File: config.mk
export PLATFORM = sky130hd
export DESIGN_NAME = friedel_shell_hkl_address_flat
export DESIGN_NICKNAME = d
export VERILOG_FILES = /design/src/rtl/core/fsha_pkg.sv /design/src/rtl/core/fsha_if.sv /design/src/rtl/core/friedel_shell_hkl_address.sv /design/src/rtl/core/fsha_datapath.sv /design/src/flat_wrapper.sv
export SDC_FILE = /design/constraint.sdc
export NUM_CORES = 1
export LEC_CHECK = 0
export BUFFER_PORTS_ARGS = -buffer_cell sky130_fd_sc_hd__clkbuf_2
export CORE_ASPECT_RATIO = 0.8
export CORE_MARGIN = 8
export CORE_UTILIZATION = 59
export DETAILED_ROUTE_END_ITERATION = 8
export GPL_ROUTABILITY_DRIVEN = 0
export PLACE_DENSITY_LB_ADDON = 0.08
export SLEW_MARGIN = 20
export SYNTH_ARGS = -nofsm -noshare
export SYNTH_HDL_FRONTEND = slang
export SYNTH_HIERARCHICAL = 1
export SYNTH_SLANG_ARGS = --single-unit
File: constraint.sdc
create_clock -name clk_i -period 9.4 [get_ports clk_i]
set_input_delay 1.41 -clock clk_i [delete_from_list [all_inputs] [get_ports clk_i]]
set_output_delay 1.41 -clock clk_i [all_outputs]
set_load 0.1 [all_outputs]
File: src/rtl/core/fsha_pkg.sv
`timescale 1ns / 1ps

package fsha_pkg;

  // mirroring rule selected per transaction
  typedef enum logic {
    OpRead  = 1'b0,
    OpWrite = 1'b1
  } op_e;

  // index limit after reset
  localparam logic [5:0] LimitReset = 6'd63;

  // one input transaction
  typedef struct packed {
    op_e               opcode;
    logic signed [6:0] idx_h;
    logic signed [6:0] idx_k;
    logic signed [6:0] idx_l;
  } in_item_t;

  // one result transaction
  typedef struct packed {
    logic [19:0] word_address;
    logic        mirrored;
    logic        out_of_range;
  } out_item_t;

endpackage

File: src/rtl/core/fsha_if.sv
`timescale 1ns / 1ps

// index triple channel
interface fsha_in_if;
  logic              valid;
  logic              ready;
  logic              opcode;
  logic signed [6:0] idx_h;
  logic signed [6:0] idx_k;
  logic signed [6:0] idx_l;

  modport source(output valid, output opcode, output idx_h, output idx_k, output idx_l,
                 input ready);
  modport sink(input valid, input opcode, input idx_h, input idx_k, input idx_l,
               output ready);
endinterface

// address result channel
interface fsha_out_if;
  logic        valid;
  logic        ready;
  logic [19:0] word_address;
  logic        mirrored;
  logic        out_of_range;

  modport source(output valid, output word_address, output mirrored, output out_of_range,
                 input ready);
  modport sink(input valid, input word_address, input mirrored, input out_of_range,
               output ready);
endinterface

// index limit register write channel
interface fsha_cfg_if;
  logic       valid;
  logic       ready;
  logic [5:0] index_limit;

  modport source(output valid, output index_limit, input ready);
  modport sink(input valid, input index_limit, output ready);
endinterface

File: src/rtl/core/friedel_shell_hkl_address.sv
`timescale 1ns / 1ps

// channel   dir  handshake     payload
// in_i      in   valid/ready   opcode, idx_h, idx_k, idx_l
// out_o     out  valid/ready   word_address, mirrored, out_of_range
// cfg_i     in   valid/ready   index_limit
//
// five register stages, one transaction per cycle while the output register is not stalled
// the last stage is the output register; the whole pipe holds while it is stalled
// in_i.ready is high whenever the output register is empty or being taken
// reset clears the stage valid bits and loads index_limit with 63
// cfg_i.ready is always high

module friedel_shell_hkl_address #(
  parameter int MAX_SHELL = 63
) (
  input logic         clk_i,
  input logic         rst_ni,
  fsha_in_if.sink     in_i,
  fsha_out_if.source  out_o,
  fsha_cfg_if.sink    cfg_i
);

  localparam int Stages = 5;

  logic [Stages-1:0]   valid_q;
  logic                advance;
  logic [5:0]          limit_q;
  fsha_pkg::in_item_t  item;
  fsha_pkg::out_item_t res;

  // pipe moves when the output register is free or drained this cycle
  assign advance   = !valid_q[Stages-1] || out_o.ready;
  assign in_i.ready = advance;
  assign cfg_i.ready = 1'b1;

  // stage valid bits
  always_ff @(posedge clk_i or negedge rst_ni) begin
    if (!rst_ni) begin
      valid_q <= '0;
    end else if (advance) begin
      valid_q <= {valid_q[Stages-2:0], in_i.valid};
    end
  end

  // index limit register
  always_ff @(posedge clk_i or negedge rst_ni) begin
    if (!rst_ni) begin
      limit_q <= fsha_pkg::LimitReset;
    end else if (cfg_i.valid) begin
      limit_q <= cfg_i.index_limit;
    end
  end

  // pack input transaction
  always_comb begin
    item.opcode = fsha_pkg::op_e'(in_i.opcode);
    item.idx_h  = in_i.idx_h;
    item.idx_k  = in_i.idx_k;
    item.idx_l  = in_i.idx_l;
  end

  fsha_datapath #(
    .MAX_SHELL(MAX_SHELL)
  ) u_datapath (
    .clk_i  (clk_i),
    .en_i   (advance),
    .item_i (item),
    .limit_i(limit_q),
    .res_o  (res)
  );

  // result channel
  assign out_o.valid        = valid_q[Stages-1];
  assign out_o.word_address = res.word_address;
  assign out_o.mirrored     = res.mirrored;
  assign out_o.out_of_range = res.out_of_range;

endmodule

File: src/rtl/core/fsha_datapath.sv
`timescale 1ns / 1ps

module fsha_datapath #(
  parameter int MAX_SHELL = 63
) (
  input  logic                clk_i,
  input  logic                en_i,
  input  fsha_pkg::in_item_t  item_i,
  input  logic [5:0]          limit_i,
  output fsha_pkg::out_item_t res_o
);

  localparam logic [8:0] MaxShellW = 9'(MAX_SHELL);

  // ---------------- stage 1: mirror decision and magnitudes ----------------
  logic              s1_flip;
  logic signed [7:0] s1_hx, s1_kx, s1_lx;
  logic signed [7:0] s1_hc, s1_kc, s1_lc;
  logic        [6:0] s1_ak, s1_al;

  always_comb begin
    s1_hx = {item_i.idx_h[6], item_i.idx_h};
    s1_kx = {item_i.idx_k[6], item_i.idx_k};
    s1_lx = {item_i.idx_l[6], item_i.idx_l};
    if (item_i.opcode == fsha_pkg::OpWrite) begin
      s1_flip = s1_hx < 0;
    end else begin
      s1_flip = (s1_hx < 0) || ((s1_hx == 0) && (s1_kx < 0));
    end
    s1_hc = s1_flip ? -s1_hx : s1_hx;
    s1_kc = s1_flip ? -s1_kx : s1_kx;
    s1_lc = s1_flip ? -s1_lx : s1_lx;
    s1_ak = (s1_kc < 0) ? 7'(-s1_kc) : 7'(s1_kc);
    s1_al = (s1_lc < 0) ? 7'(-s1_lc) : 7'(s1_lc);
  end

  logic              s1_mir_q;
  logic        [6:0] s1_h_q, s1_ak_q, s1_al_q;
  logic signed [7:0] s1_k_q, s1_l_q;

  always_ff @(posedge clk_i) begin
    if (en_i) begin
      s1_mir_q <= s1_flip;
      s1_h_q   <= 7'(s1_hc);  // canonical h is never negative
      s1_k_q   <= s1_kc;
      s1_l_q   <= s1_lc;
      s1_ak_q  <= s1_ak;
      s1_al_q  <= s1_al;
    end
  end

  // ---------------- stage 2: shell, range check, edge terms ----------------
  logic        [6:0]  s2_n, s2_m;
  logic               s2_oor;
  logic signed [8:0]  s2_nn, s2_k, s2_l, s2_a, s2_b, s2_c, s2_d1, s2_d2, s2_t1, s2_t2;
  logic signed [10:0] s2_small;
  logic               s2_corner;

  always_comb begin
    s2_n   = (s1_ak_q > s1_al_q) ? s1_ak_q : s1_al_q;
    s2_m   = (s2_n > s1_h_q) ? s2_n : s1_h_q;
    s2_oor = ({2'd0, s2_m} > {3'd0, limit_i}) || ({2'd0, s2_m} > MaxShellW);
    s2_nn  = {2'b00, s2_n};
    s2_k   = {s1_k_q[7], s1_k_q};
    s2_l   = {s1_l_q[7], s1_l_q};
    s2_a   = s2_nn - 9'sd1 + s2_l;
    s2_b   = s2_k - s2_nn;
    s2_c   = s2_l + s2_nn - 9'sd1;
    s2_d1  = s2_nn - s2_k;
    s2_d2  = s2_nn - s2_l;
    s2_t1  = (s2_a >= 0) ? s2_d1 : -s2_d1;
    // min of -sgn(k-n) and sgn(l+n-1) is +1 only when both are +1
    s2_t2  = ((s2_b < 0) && (s2_c >= 0)) ? s2_d2 : -s2_d2;
    s2_small = {2'b00, s2_nn[6:0], 2'b00} + {{2{s2_t1[8]}}, s2_t1}
             + {{2{s2_t2[8]}}, s2_t2};
    s2_corner = (s1_h_q == s2_m) && ((s1_k_q != 0) || (s1_l_q != 0));
  end

  logic               s2_mir_q, s2_oor_q, s2_corner_q;
  logic        [6:0]  s2_m_q, s2_h_q;
  logic        [7:0]  s2_q_q, s2_r_q;
  logic signed [10:0] s2_small_q;

  always_ff @(posedge clk_i) begin
    if (en_i) begin
      s2_mir_q    <= s1_mir_q;
      s2_oor_q    <= s2_oor;
      s2_corner_q <= s2_corner;
      s2_m_q      <= s2_m;
      s2_h_q      <= s1_h_q;
      s2_q_q      <= {s2_m, 1'b0} - 8'd1;
      s2_r_q      <= {s2_n, 1'b0} - 8'd1;
      s2_small_q  <= s2_small;
    end
  end

  // ---------------- stage 3: squares and h*m ----------------
  logic s3_mir_q, s3_oor_q;
  logic [6:0]         s3_m_q;
  logic [15:0]        s3_q2_q, s3_r2_q;
  logic [16:0]        s3_hm8_q;
  logic signed [10:0] s3_small_q;

  always_ff @(posedge clk_i) begin
    if (en_i) begin
      s3_mir_q   <= s2_mir_q;
      s3_oor_q   <= s2_oor_q;
      s3_m_q     <= s2_m_q;
      s3_q2_q    <= s2_q_q * s2_q_q;
      s3_r2_q    <= s2_corner_q ? 16'(s2_r_q * s2_r_q) : 16'd0;
      s3_hm8_q   <= {14'(s2_h_q * s2_m_q), 3'b000};
      s3_small_q <= s2_small_q;
    end
  end

  // ---------------- stage 4: shell base and partial sum ----------------
  logic        s4_mir_q, s4_oor_q;
  logic [22:0] s4_mq2_q;
  logic [19:0] s4_base_q;

  always_ff @(posedge clk_i) begin
    if (en_i) begin
      s4_mir_q  <= s3_mir_q;
      s4_oor_q  <= s3_oor_q;
      s4_mq2_q  <= s3_m_q * s3_q2_q;
      s4_base_q <= {3'd0, s3_hm8_q} + {4'd0, s3_r2_q} + {{9{s3_small_q[10]}}, s3_small_q};
    end
  end

  // ---------------- stage 5: final address, output register ----------------
  fsha_pkg::out_item_t s5_res_q;

  always_ff @(posedge clk_i) begin
    if (en_i) begin
      s5_res_q.word_address <= s4_oor_q ? 20'd0 : (s4_mq2_q[19:0] + s4_base_q);
      s5_res_q.mirrored     <= s4_mir_q;
      s5_res_q.out_of_range <= s4_oor_q;
    end
  end

  assign res_o = s5_res_q;

endmodule

File: src/flat_wrapper.sv
// flat-port wrapper written by rule: the top's interface ports become plain ports
module friedel_shell_hkl_address_flat 
#(
  parameter int MAX_SHELL = 63
)
  (clk_i, rst_ni, in_i_valid, in_i_opcode, in_i_idx_h, in_i_idx_k, in_i_idx_l, in_i_ready, out_o_valid, out_o_word_address, out_o_mirrored, out_o_out_of_range, out_o_ready, cfg_i_valid, cfg_i_index_limit, cfg_i_ready);
  fsha_in_if in_i_i ();
  fsha_out_if out_o_i ();
  fsha_cfg_if cfg_i_i ();
  input logic clk_i;
  input logic rst_ni;
  input wire logic [$bits(in_i_i.valid)-1:0] in_i_valid;
  input wire logic [$bits(in_i_i.opcode)-1:0] in_i_opcode;
  input wire logic [$bits(in_i_i.idx_h)-1:0] in_i_idx_h;
  input wire logic [$bits(in_i_i.idx_k)-1:0] in_i_idx_k;
  input wire logic [$bits(in_i_i.idx_l)-1:0] in_i_idx_l;
  output wire logic [$bits(in_i_i.ready)-1:0] in_i_ready;
  output wire logic [$bits(out_o_i.valid)-1:0] out_o_valid;
  output wire logic [$bits(out_o_i.word_address)-1:0] out_o_word_address;
  output wire logic [$bits(out_o_i.mirrored)-1:0] out_o_mirrored;
  output wire logic [$bits(out_o_i.out_of_range)-1:0] out_o_out_of_range;
  input wire logic [$bits(out_o_i.ready)-1:0] out_o_ready;
  input wire logic [$bits(cfg_i_i.valid)-1:0] cfg_i_valid;
  input wire logic [$bits(cfg_i_i.index_limit)-1:0] cfg_i_index_limit;
  output wire logic [$bits(cfg_i_i.ready)-1:0] cfg_i_ready;
  assign in_i_i.valid = in_i_valid;
  assign in_i_i.opcode = in_i_opcode;
  assign in_i_i.idx_h = in_i_idx_h;
  assign in_i_i.idx_k = in_i_idx_k;
  assign in_i_i.idx_l = in_i_idx_l;
  assign in_i_ready = in_i_i.ready;
  assign out_o_valid = out_o_i.valid;
  assign out_o_word_address = out_o_i.word_address;
  assign out_o_mirrored = out_o_i.mirrored;
  assign out_o_out_of_range = out_o_i.out_of_range;
  assign out_o_i.ready = out_o_ready;
  assign cfg_i_i.valid = cfg_i_valid;
  assign cfg_i_i.index_limit = cfg_i_index_limit;
  assign cfg_i_ready = cfg_i_i.ready;
  friedel_shell_hkl_address #(.MAX_SHELL(MAX_SHELL)) u_core (.clk_i(clk_i), .rst_ni(rst_ni), .in_i(in_i_i), .out_o(out_o_i), .cfg_i(cfg_i_i));
endmodule
==> key figures, run 1 <==
Synthesis
  – Commonest cells in the netlist: inv_1, ha_1, edfxtp_1
  – Ys flop type: edfxtp_1
  – Post-synth top area share: 0.305
  – Area leader, netlist: edfxtp_1
  – Synth warn: 6
  – Mapped cell area: 20200 sq um
  – Syn nets: 2346
  – Synth area leaders: edfxtp_1, ha_1, fa_1
  – Mean Syn Cell Area: 10.6 sq um
  – Distinct cell type count after synthesis: 90
  – Most frequent cell after synthesis: inv_1
  – Register area share after synthesis: 0.319
  – Post-synth ARST share: 0.0509
  – Mapped Cells: 1909
  – Flops & latches, synth: 216
  – Count of flip-flops with a built-in enable after synthesis: 205

CTS
  – CTS max path bufs: 3
  – H-tree Lvls: 1
  – Root Driver: clkbuf_16
  – CTS Hold Bufs: 0
  – Setup Buffers After CTS: 0
  – CTS tree: yes
  – Clock-pin slew on the worst setup and hold paths: 0.07 ns
  – Total CTS buffers: 25
  – Skew-Pair Late Insertion Delay: 0.54 ns
  – CTS resizes: 0
  – TritonCTS Sinks: 216

Timing
  – Slew Limit Fails: 0
  – Slew HR: 0.335
  – Final clock skew: 0.0146 ns
  – Slew @ Worst Pin: 0.997 ns
  – Final setup TNS: 0 ns
  – Post-layout worst setup margin: 2.77 ns
  – RSZ-0062 raised after global routing: no
  – Final Setup Violations: 0
  – Final Hold Viols: 0
  – Fmax: 151 MHz
  – Final period util: 0.705
  – Tmin final: 6.63 ns

Place
  – Placed cell area: 20900 sq um
  – DP HPWL: 31500 microns
  – Buffers on Ports: 56
  – Worst slack, placed: 2.76 ns

Cells and area
  – P&R area growth vs syn: 7.40%
  – Final instance area: 21700 sq um
  – Filler instances: 2712
  – Nets@finish: 2413
  – Share of cells above drive strength 1: 0.0817
  – # diodes: 0

Critical path
  – CP required: 9.77 ns
  – Setup Crit Path Kind: reg2reg
  – Cell family with most CP delay: compound AO/OA/AOI/OAI gates
  – Crit path buf inv count: 3
  – Nature of the critical path endpoint: flip-flop
  – Critical Path Start Type: flip-flop
  – Critical Path AT: 7.00 ns
  – Max FO, Critical Path: 7
  – CP peak stage delay: 0.61 ns
  – Critical path's slowest cell: o211ai_1

Drt
  – DR WL/cell: 16.5 microns
  – Number of DRC markers in iteration 0: 724
  – Via count: 13400
  – Antenna Violating Nets Remaining: 0
  – Final WL: 40000 microns
  – Via density: 5.53
  – Pre-antenna DRT Iters: 5
  – Remaining DRCs: 0

Floorplan
  – Die height: 181 microns
  – Cell row count: 60
  – Die X: 223 microns
  – Initial Utilization: 0.600
  – Die ar.: 40400 sq um
  – Ports: 58
  – Core Region: 33600 sq um

Outcome
  – Status: completed

Hold path
  – Min-delay worst type: reg2reg

GRT
  – Initial antenna violation count: 0
  – Vias in the first global route: 13900
  – Total GRT Usage: 0.201
  – Largest net degree at the start of global routing: 166
  – Total congestion overflow: 0
  – First-pass GRT wire length: 67700 microns

Flow run
  – Max-cap violations: 0
[cells by family (layout without fill, tap and decap cells)]
kind of cell,Yosys count,after routing,share of synthesized area
and+or+nand+nor,514,514,0.129
adders and majority gates,404,404,0.306
AOI/OAI and AO/OA,298,298,0.103
buffers and inverters,280,365,0.0534
DFF,216,216,0.319
xor gates and xnor gates,172,172,0.0746
muxes,24,24,0.0154
other,1,1,0.000186
[cells in the final DEF (no fill, tap or decap), drive strengths merged, types with 5 or more instances in the layout]
cell type  count
a21o          33
o21a          22
nor2b         29
mux2i          6
ha           256
dfrtp          5
nand2b        10
nor4           9
nand3         24
and2         105
or2           11
a21oi         82
or3            7
nor2         118
o21ai         56
xnor2        127
and3           9
dfstp          6
o41ai          8
inv          264
xor2          45
nor3          38
a21boi         6
fa           148
nand4          6
o31ai          6
a211oi         8
o211ai         8
a31oi         15
clkbuf        88
edfxtp       205
nand2        132
mux2          18
clkinv         8
o21bai        15
[layer usage]
| metal | part of all wire | vias to the layer above | track usage | routed length, microns |
|---|---|---|---|---|
| met2 | 0.47 | 241 | 0.354 | 19000 |
| met3 | 0.038 | 53 | 0.0287 | 1530 |
| met1 | 0.47 | 6500 | 0.261 | 18700 |
| met5 | 0 | - | 0 | 0 |
| li1 | - | 6644 | - | - |
| met4 | 0.021 | 0 | 0.0468 | 837 |
[final cells by class]
type / count / area (sq um) / area share
Sequential cell: 216 / 6440 / 0.297
Clock buffer: 32 / 652 / 0.0301
Timing Repair Buffer: 57 / 300 / 0.0139
Tap cell: 434 / 543 / 0.0251
Clock inverter: 13 / 82.6 / 0.00381
Multi-Input combinational cell: 1413 / 12700 / 0.584
Inverter: 263 / 993 / 0.0458
[through the flow]
stage | util | hold WS [ns] | std cells
global route | 0.644 | 0.421 | 2428
detailed placement | 0.623 | 0.406 | 2383
floorplan | - | 0.400 | 1909
CTS | 0.644 | 0.414 | 2428
finish | 0.644 | 0.416 | 2428
global placement | 0.623 | 0.402 | 2383
[state kept, by name, summed over array words and instances, names as in the netlist, 11 cells and up]
name,cells
u_core/u_datapath/res_o,22
u_core/u_datapath/s2_small_q,11
u_core/u_datapath/s3_hm8_q,14
u_core/u_datapath/s3_q2_q,14
u_core/u_datapath/s3_r2_q,15
u_core/u_datapath/s3_small_q,11
u_core/u_datapath/s4_base_q,20
u_core/u_datapath/s4_mq2_q,20
[worst paths after layout]
check                                                           from                                         end  slack (ns)  depth (start not counted)
setup / recovery              u_core/u_datapath/s1_ak_q[5]$_DFFE_PP_  u_core/u_datapath/s2_small_q[10]$_DFFE_PP_        2.77                         28
hold / removal             u_core/u_datapath/s2_small_q[3]$_DFFE_PP_   u_core/u_datapath/s3_small_q[3]$_DFFE_PP_        0.42                          0
setup reg to reg              u_core/u_datapath/s1_ak_q[5]$_DFFE_PP_  u_core/u_datapath/s2_small_q[10]$_DFFE_PP_        2.77                         28
hold reg to reg            u_core/u_datapath/s2_small_q[3]$_DFFE_PP_   u_core/u_datapath/s3_small_q[3]$_DFFE_PP_        0.42                          0
max in group asynchronous                                     rst_ni               u_core/limit_q[1]$_DFFE_PN1P_        8.37                          1
min in group asynchronous                                     rst_ni               u_core/valid_q[2]$_DFFE_PN0P_        0.75                          1
Power of run 1 is left out: the tool's default activity adds up to more than one toggle a clock period on the data nets, which glitch-free logic cannot reach.
==> run 2, diff against run 1 <==
==> constraint.sdc (replaced) <==
create_clock -name clk_i -period 6.9 [get_ports clk_i]
set_input_delay 1.035 -clock clk_i [delete_from_list [all_inputs] [get_ports clk_i]]
set_output_delay 1.035 -clock clk_i [all_outputs]
set_load 0.1 [all_outputs]
==> key figures, run 2 (synthesized netlist as in run 1, its figures left out) <==
Timing
  – Final Hold Viols: 0
  – Final setup TNS: 0 ns
  – Final period util: 0.908
  – Tmin final: 6.26 ns
  – Final clock skew: 0.0210 ns
  – Post-layout worst setup margin: 0.636 ns
  – Slew HR: 0.333
  – Final Setup Violations: 0
  – Slew Limit Fails: 0
  – RSZ-0062 raised after global routing: no
  – Slew @ Worst Pin: 1.00 ns
  – Fmax: 160 MHz

Flow run
  – Max-cap violations: 0

GRT
  – Initial antenna violation count: 0
  – Largest net degree at the start of global routing: 167
  – Total GRT Usage: 0.201
  – Total congestion overflow: 0
  – First-pass GRT wire length: 67900 microns
  – Vias in the first global route: 13900

Place
  – Placed cell area: 20900 sq um
  – Worst slack, placed: 0.301 ns
  – DP HPWL: 31500 microns
  – Buffers on Ports: 56

Critical path
  – Setup Crit Path Kind: reg2reg
  – Critical path's slowest cell: fa_1
  – Critical Path AT: 6.63 ns
  – Crit path from: u_core/u_datapath/s1_al_q[0]$_DFFE_PP_
  – Critical Path Start Type: flip-flop
  – CP peak stage delay: 0.57 ns
  – Max FO, Critical Path: 9
  – Worst path most repeated cell: ha_1
  – Reg2reg start: u_core/u_datapath/s1_al_q[0]$_DFFE_PP_
  – CP required: 7.26 ns
  – Nature of the critical path endpoint: flip-flop

Drt
  – Remaining DRCs: 0
  – Final WL: 39600 microns
  – Number of DRC markers in iteration 0: 650
  – Via count: 13500
  – DR WL/cell: 16.3 microns
  – Antenna Violating Nets Remaining: 0
  – Pre-antenna DRT Iters: 5
  – Via density: 5.54

Cells and area
  – Final instance area: 21800 sq um
  – Max reg flops: 22
  – Share of cells above drive strength 1: 0.0866
  – # diodes: 0
  – P&R area growth vs syn: 7.90%
  – Commonest non-fill, non-tap cells in the layout: inv_1, ha_1, edfxtp_1, fa_1, nand2_1
  – Most common cell after layout, fill and taps aside: inv_1
  – Nets@finish: 2417

CTS
  – CTS max path bufs: 3
  – Total CTS buffers: 25
  – Clock-pin slew on the worst setup and hold paths: 0.06 ns
  – Root Driver: clkbuf_16
  – H-tree Lvls: 1
  – CTS resizes: 0
  – Skew-Pair Late Insertion Delay: 0.54 ns
  – CTS tree: yes
  – TritonCTS Sinks: 216

Floorplan
  – Initial Utilization: 0.600
  – Die X: 223 microns
  – Die ar.: 40400 sq um
  – Core Region: 33600 sq um
  – Cell row count: 60
  – Ports: 58
  – Die height: 181 microns

Hold path
  – Min-delay worst type: in2async

Outcome
  – Status: completed
run 2: cell count changes in the layout (fill, tap and decap cells not counted), sizes merged:
cell,previous run,this run
buf,1,5
bufinv,0,2
clkbuf,88,84
clkinv,8,10
clkinvlp,4,5
inv,264,263
run 2: final cells by class:
cell class | count | area [sq um]
Sequential cell | 216 | 6440
Timing Repair Buffer | 61 | 330
Clock inverter | 17 | 169
Tap cell | 434 | 543
Multi-Input combinational cell | 1413 | 12700
Clock buffer | 28 | 637
Fill cell | 2704 | 11900
Inverter | 263 | 993
run 2: what timing repair did:
| item | in CTS | in global routing |
|---|---|---|
| buffers inserted | 0 | 3 |
| endpoints found under the setup margin | 0 | 3 |
| hold buffers | 0 | 0 |
run 2: critical path, delay by kind of cell (launching register included):
family,cells,cell delay (ns)
flops,1,0.51
simple gates,6,0.60
compound gates,12,2.47
xor+xnor,2,0.34
fa+ha+maj,5,1.79
buf+inv,2,0.39
run 2: path summary, 6_finish.rpt:
check | end | slack, ns | cells after the start
max | u_core/u_datapath/s2_small_q[10]$_DFFE_PP_ | 0.64 | 27
min | u_core/valid_q[2]$_DFFE_PN0P_ | 0.37 | 1
max reg2reg | u_core/u_datapath/s2_small_q[10]$_DFFE_PP_ | 0.64 | 27
min reg2reg | u_core/u_datapath/s3_small_q[1]$_DFFE_PP_ | 0.41 | 0
max in group asynchronous | u_core/limit_q[1]$_DFFE_PN1P_ | 6.24 | 1
min in group clk_i | u_core/u_datapath/s3_small_q[1]$_DFFE_PP_ | 0.41 | 0
run 2: layer usage:
metal	global-route usage	share of wire
met5	0	0
met4	0.0455	0.021
met3	0.0322	0.042
met2	0.349	0.47
met1	0.263	0.46
run 2: through the flow:
stage	hold WS, ns	util	instances
2_1_floorplan	0.400	-	1909
3_3_place_gp	0.401	0.623	2384
3_5_place_dp	0.405	0.623	2384
4_1_cts	0.359	0.647	2429
5_1_grt	0.375	0.647	2432
6_report	0.373	0.647	2432
Power of run 2 is left out for the same reason.
==> run 3, diff against run 2 <==
--- a/config.mk
+++ b/config.mk
@@ -8,12 +8,11 @@
 export BUFFER_PORTS_ARGS = -buffer_cell sky130_fd_sc_hd__clkbuf_2
 export CORE_ASPECT_RATIO = 0.8
 export CORE_MARGIN = 8
-export CORE_UTILIZATION = 59
+export CORE_UTILIZATION = 63
 export DETAILED_ROUTE_END_ITERATION = 8
 export GPL_ROUTABILITY_DRIVEN = 0
 export PLACE_DENSITY_LB_ADDON = 0.08
 export SLEW_MARGIN = 20
 export SYNTH_ARGS = -nofsm -noshare
 export SYNTH_HDL_FRONTEND = slang
-export SYNTH_HIERARCHICAL = 1
 export SYNTH_SLANG_ARGS = --single-unit
==> key figures, run 3 <==
Outcome
  – Status: completed

Timing
  – Final clock skew: 0.0282 ns
  – Slew HR: 0.380
  – Post-layout worst setup margin: 0.412 ns
  – Slew Limit Fails: 0
  – Final period util: 0.940
  – RSZ-0062 raised after global routing: no
  – Tmin final: 6.49 ns
  – Slew @ Worst Pin: 0.931 ns
  – Final setup TNS: 0 ns
  – Fmax: 154 MHz
  – Final Setup Violations: 0
  – Final Hold Viols: 0

Drt
  – Remaining DRCs: 0
  – Via density: 5.66
  – Antenna Violating Nets Remaining: 0
  – Via count: 13800
  – Pre-antenna DRT Iters: 5
  – Final WL: 41200 microns
  – DR WL/cell: 16.9 microns
  – Number of DRC markers in iteration 0: 909

Place
  – DP HPWL: 32500 microns
  – Buffers on Ports: 56
  – Placed cell area: 20900 sq um
  – Worst slack, placed: 0.318 ns

Synthesis
  – Register area share after synthesis: 0.319
  – Mapped cell area: 20200 sq um
  – Mean Syn Cell Area: 10.4 sq um
  – Commonest cells in the netlist: inv_1, ha_1, edfxtp_1
  – Post-synth top area share: 0.305
  – Distinct cell type count after synthesis: 86
  – Mapped Cells: 1942
  – Most frequent cell after synthesis: inv_1
  – Syn nets: 2379
  – Post-synth ARST share: 0.0509
  – Area leader, netlist: edfxtp_1
  – Synth area leaders: edfxtp_1, ha_1, fa_1
  – Count of flip-flops with a built-in enable after synthesis: 205
  – Flops & latches, synth: 216
  – Ys flop type: edfxtp_1
  – Synth warn: 0

CTS
  – Setup Buffers After CTS: 0
  – Clock-pin slew on the worst setup and hold paths: 0.06 ns
  – CTS tree: yes
  – Root Driver: clkbuf_16
  – H-tree Lvls: 1
  – Total CTS buffers: 24
  – CTS max path bufs: 3
  – CTS resizes: 0
  – CTS Hold Bufs: 0
  – Skew-Pair Late Insertion Delay: 0.54 ns
  – TritonCTS Sinks: 216

Critical path
  – Critical Path Start Type: flip-flop
  – Nature of the critical path endpoint: flip-flop
  – Crit path buf inv count: 3
  – Reg2reg end: u_core.u_datapath.s2_small_q[10]$_DFFE_PP_
  – R2r worst-path depth: 29
  – Max FO, Critical Path: 11
  – CP peak stage delay: 0.58 ns
  – Setup Crit Path Kind: reg2reg
  – Reg2reg start: u_core.u_datapath.s1_ak_q[1]$_DFFE_PP_
  – FF-to-FF setup slack: 0.41 ns
  – Critical Path AT: 6.77 ns
  – Cell family with most CP delay: compound AO/OA/AOI/OAI gates
  – CP required: 7.18 ns
  – Critical path's slowest cell: fa_1

Flow run
  – Max-cap violations: 0

Cells and area
  – P&R area growth vs syn: 7.82%
  – Max reg flops: 22
  – # diodes: 0
  – Most common cell after layout, fill and taps aside: inv_1
  – Final instance area: 21800 sq um
  – Commonest non-fill, non-tap cells in the layout: inv_1, ha_1, edfxtp_1, fa_1, nand2_1
  – Filler instances: 2334
  – Share of cells above drive strength 1: 0.0766
  – Nets@finish: 2443

GRT
  – Initial antenna violation count: 0
  – Total congestion overflow: 0
  – Total GRT Usage: 0.220
  – Vias in the first global route: 14100
  – Largest net degree at the start of global routing: 157
  – First-pass GRT wire length: 69500 microns

Floorplan
  – Initial Utilization: 0.641
  – Core Region: 31500 sq um
  – Die X: 216 microns
  – Die ar.: 38100 sq um
  – Ports: 58
  – Die height: 176 microns
  – Cell row count: 58

Hold path
  – Min-delay worst type: in2async
==> run 3: logic make-up (layout without fill, tap and decap cells) <==
family,count (synthesis),in the layout,synth area share
AOI/OAI and AO/OA,306,306,0.102
other,1,1,0.000186
muxes,21,21,0.0116
adders and majority gates,404,404,0.305
and+or+nand+nor,530,530,0.132
xor gates and xnor gates,175,175,0.0759
DFF,216,216,0.319
buffers and inverters,289,370,0.0544
==> run 3: worst max path at each step <==
stage	startpoint	cells after the start	slack [ns]	end
6_report	u_core.u_datapath.s1_ak_q[1]$_DFFE_PP_	29	0.41	u_core.u_datapath.s2_small_q[10]$_DFFE_PP_
4_1_cts	u_core.u_datapath.s1_al_q[3]$_DFFE_PP_	29	0.29	u_core.u_datapath.s2_small_q[10]$_DFFE_PP_
3_5_place_dp	u_core.u_datapath.s1_al_q[3]$_DFFE_PP_	29	0.32	u_core.u_datapath.s2_small_q[10]$_DFFE_PP_
3_3_place_gp	u_core.u_datapath.s1_al_q[3]$_DFFE_PP_	29	0.52	u_core.u_datapath.s2_small_q[10]$_DFFE_PP_
5_1_grt	u_core.u_datapath.s1_ak_q[1]$_DFFE_PP_	29	0.04	u_core.u_datapath.s2_small_q[10]$_DFFE_PP_
2_1_floorplan	u_core.u_datapath.s1_ak_q[5]$_DFFE_PP_	29	0.87	u_core.u_datapath.s2_small_q[10]$_DFFE_PP_
==> run 3: cell type report <==
class | instances | area (sq um) | area share
clock buffer | 27 | 633 | 0.0291
clock inverter | 16 | 184 | 0.00845
inverter | 269 | 1010 | 0.0465
multi-input combinational | 1437 | 12700 | 0.582
sequential | 216 | 6440 | 0.296
tap | 420 | 526 | 0.0241
timing repair buffer | 58 | 308 | 0.0141
==> run 3: metal layers <==
| layer | vias up | wire length (microns) | global-route usage |
|---|---|---|---|
| li1 | 6762 | - | - |
| met1 | 6656 | 20200 | 0.321 |
| met2 | 343 | 18300 | 0.353 |
| met3 | 57 | 2020 | 0.0289 |
| met4 | 0 | 652 | 0.0394 |
| met5 | - | 0 | 0 |
==> run 3: worst reg2reg max path: cells and delay by family (launching register included) <==
kind | cells | cell delay [ns]
buffers and inverters | 3 | 0.30
DFF | 1 | 0.42
and+or+nand+nor | 2 | 0.22
xor gates and xnor gates | 2 | 0.22
muxes | 2 | 0.74
AOI/OAI and AO/OA | 15 | 2.68
adders and majority gates | 5 | 1.66
==> run 3: per-stage QoR <==
| stage | instances | hold slack [ns] | util |
|---|---|---|---|
| 6_report | 2443 | 0.371 | 0.691 |
| 5_1_grt | 2443 | 0.371 | 0.691 |
| 4_1_cts | 2443 | 0.353 | 0.691 |
| 3_5_place_dp | 2400 | 0.405 | 0.665 |
| 3_3_place_gp | 2400 | 0.402 | 0.665 |
| 2_1_floorplan | 1942 | 0.400 | - |
Power of run 3 is left out for the same reason.
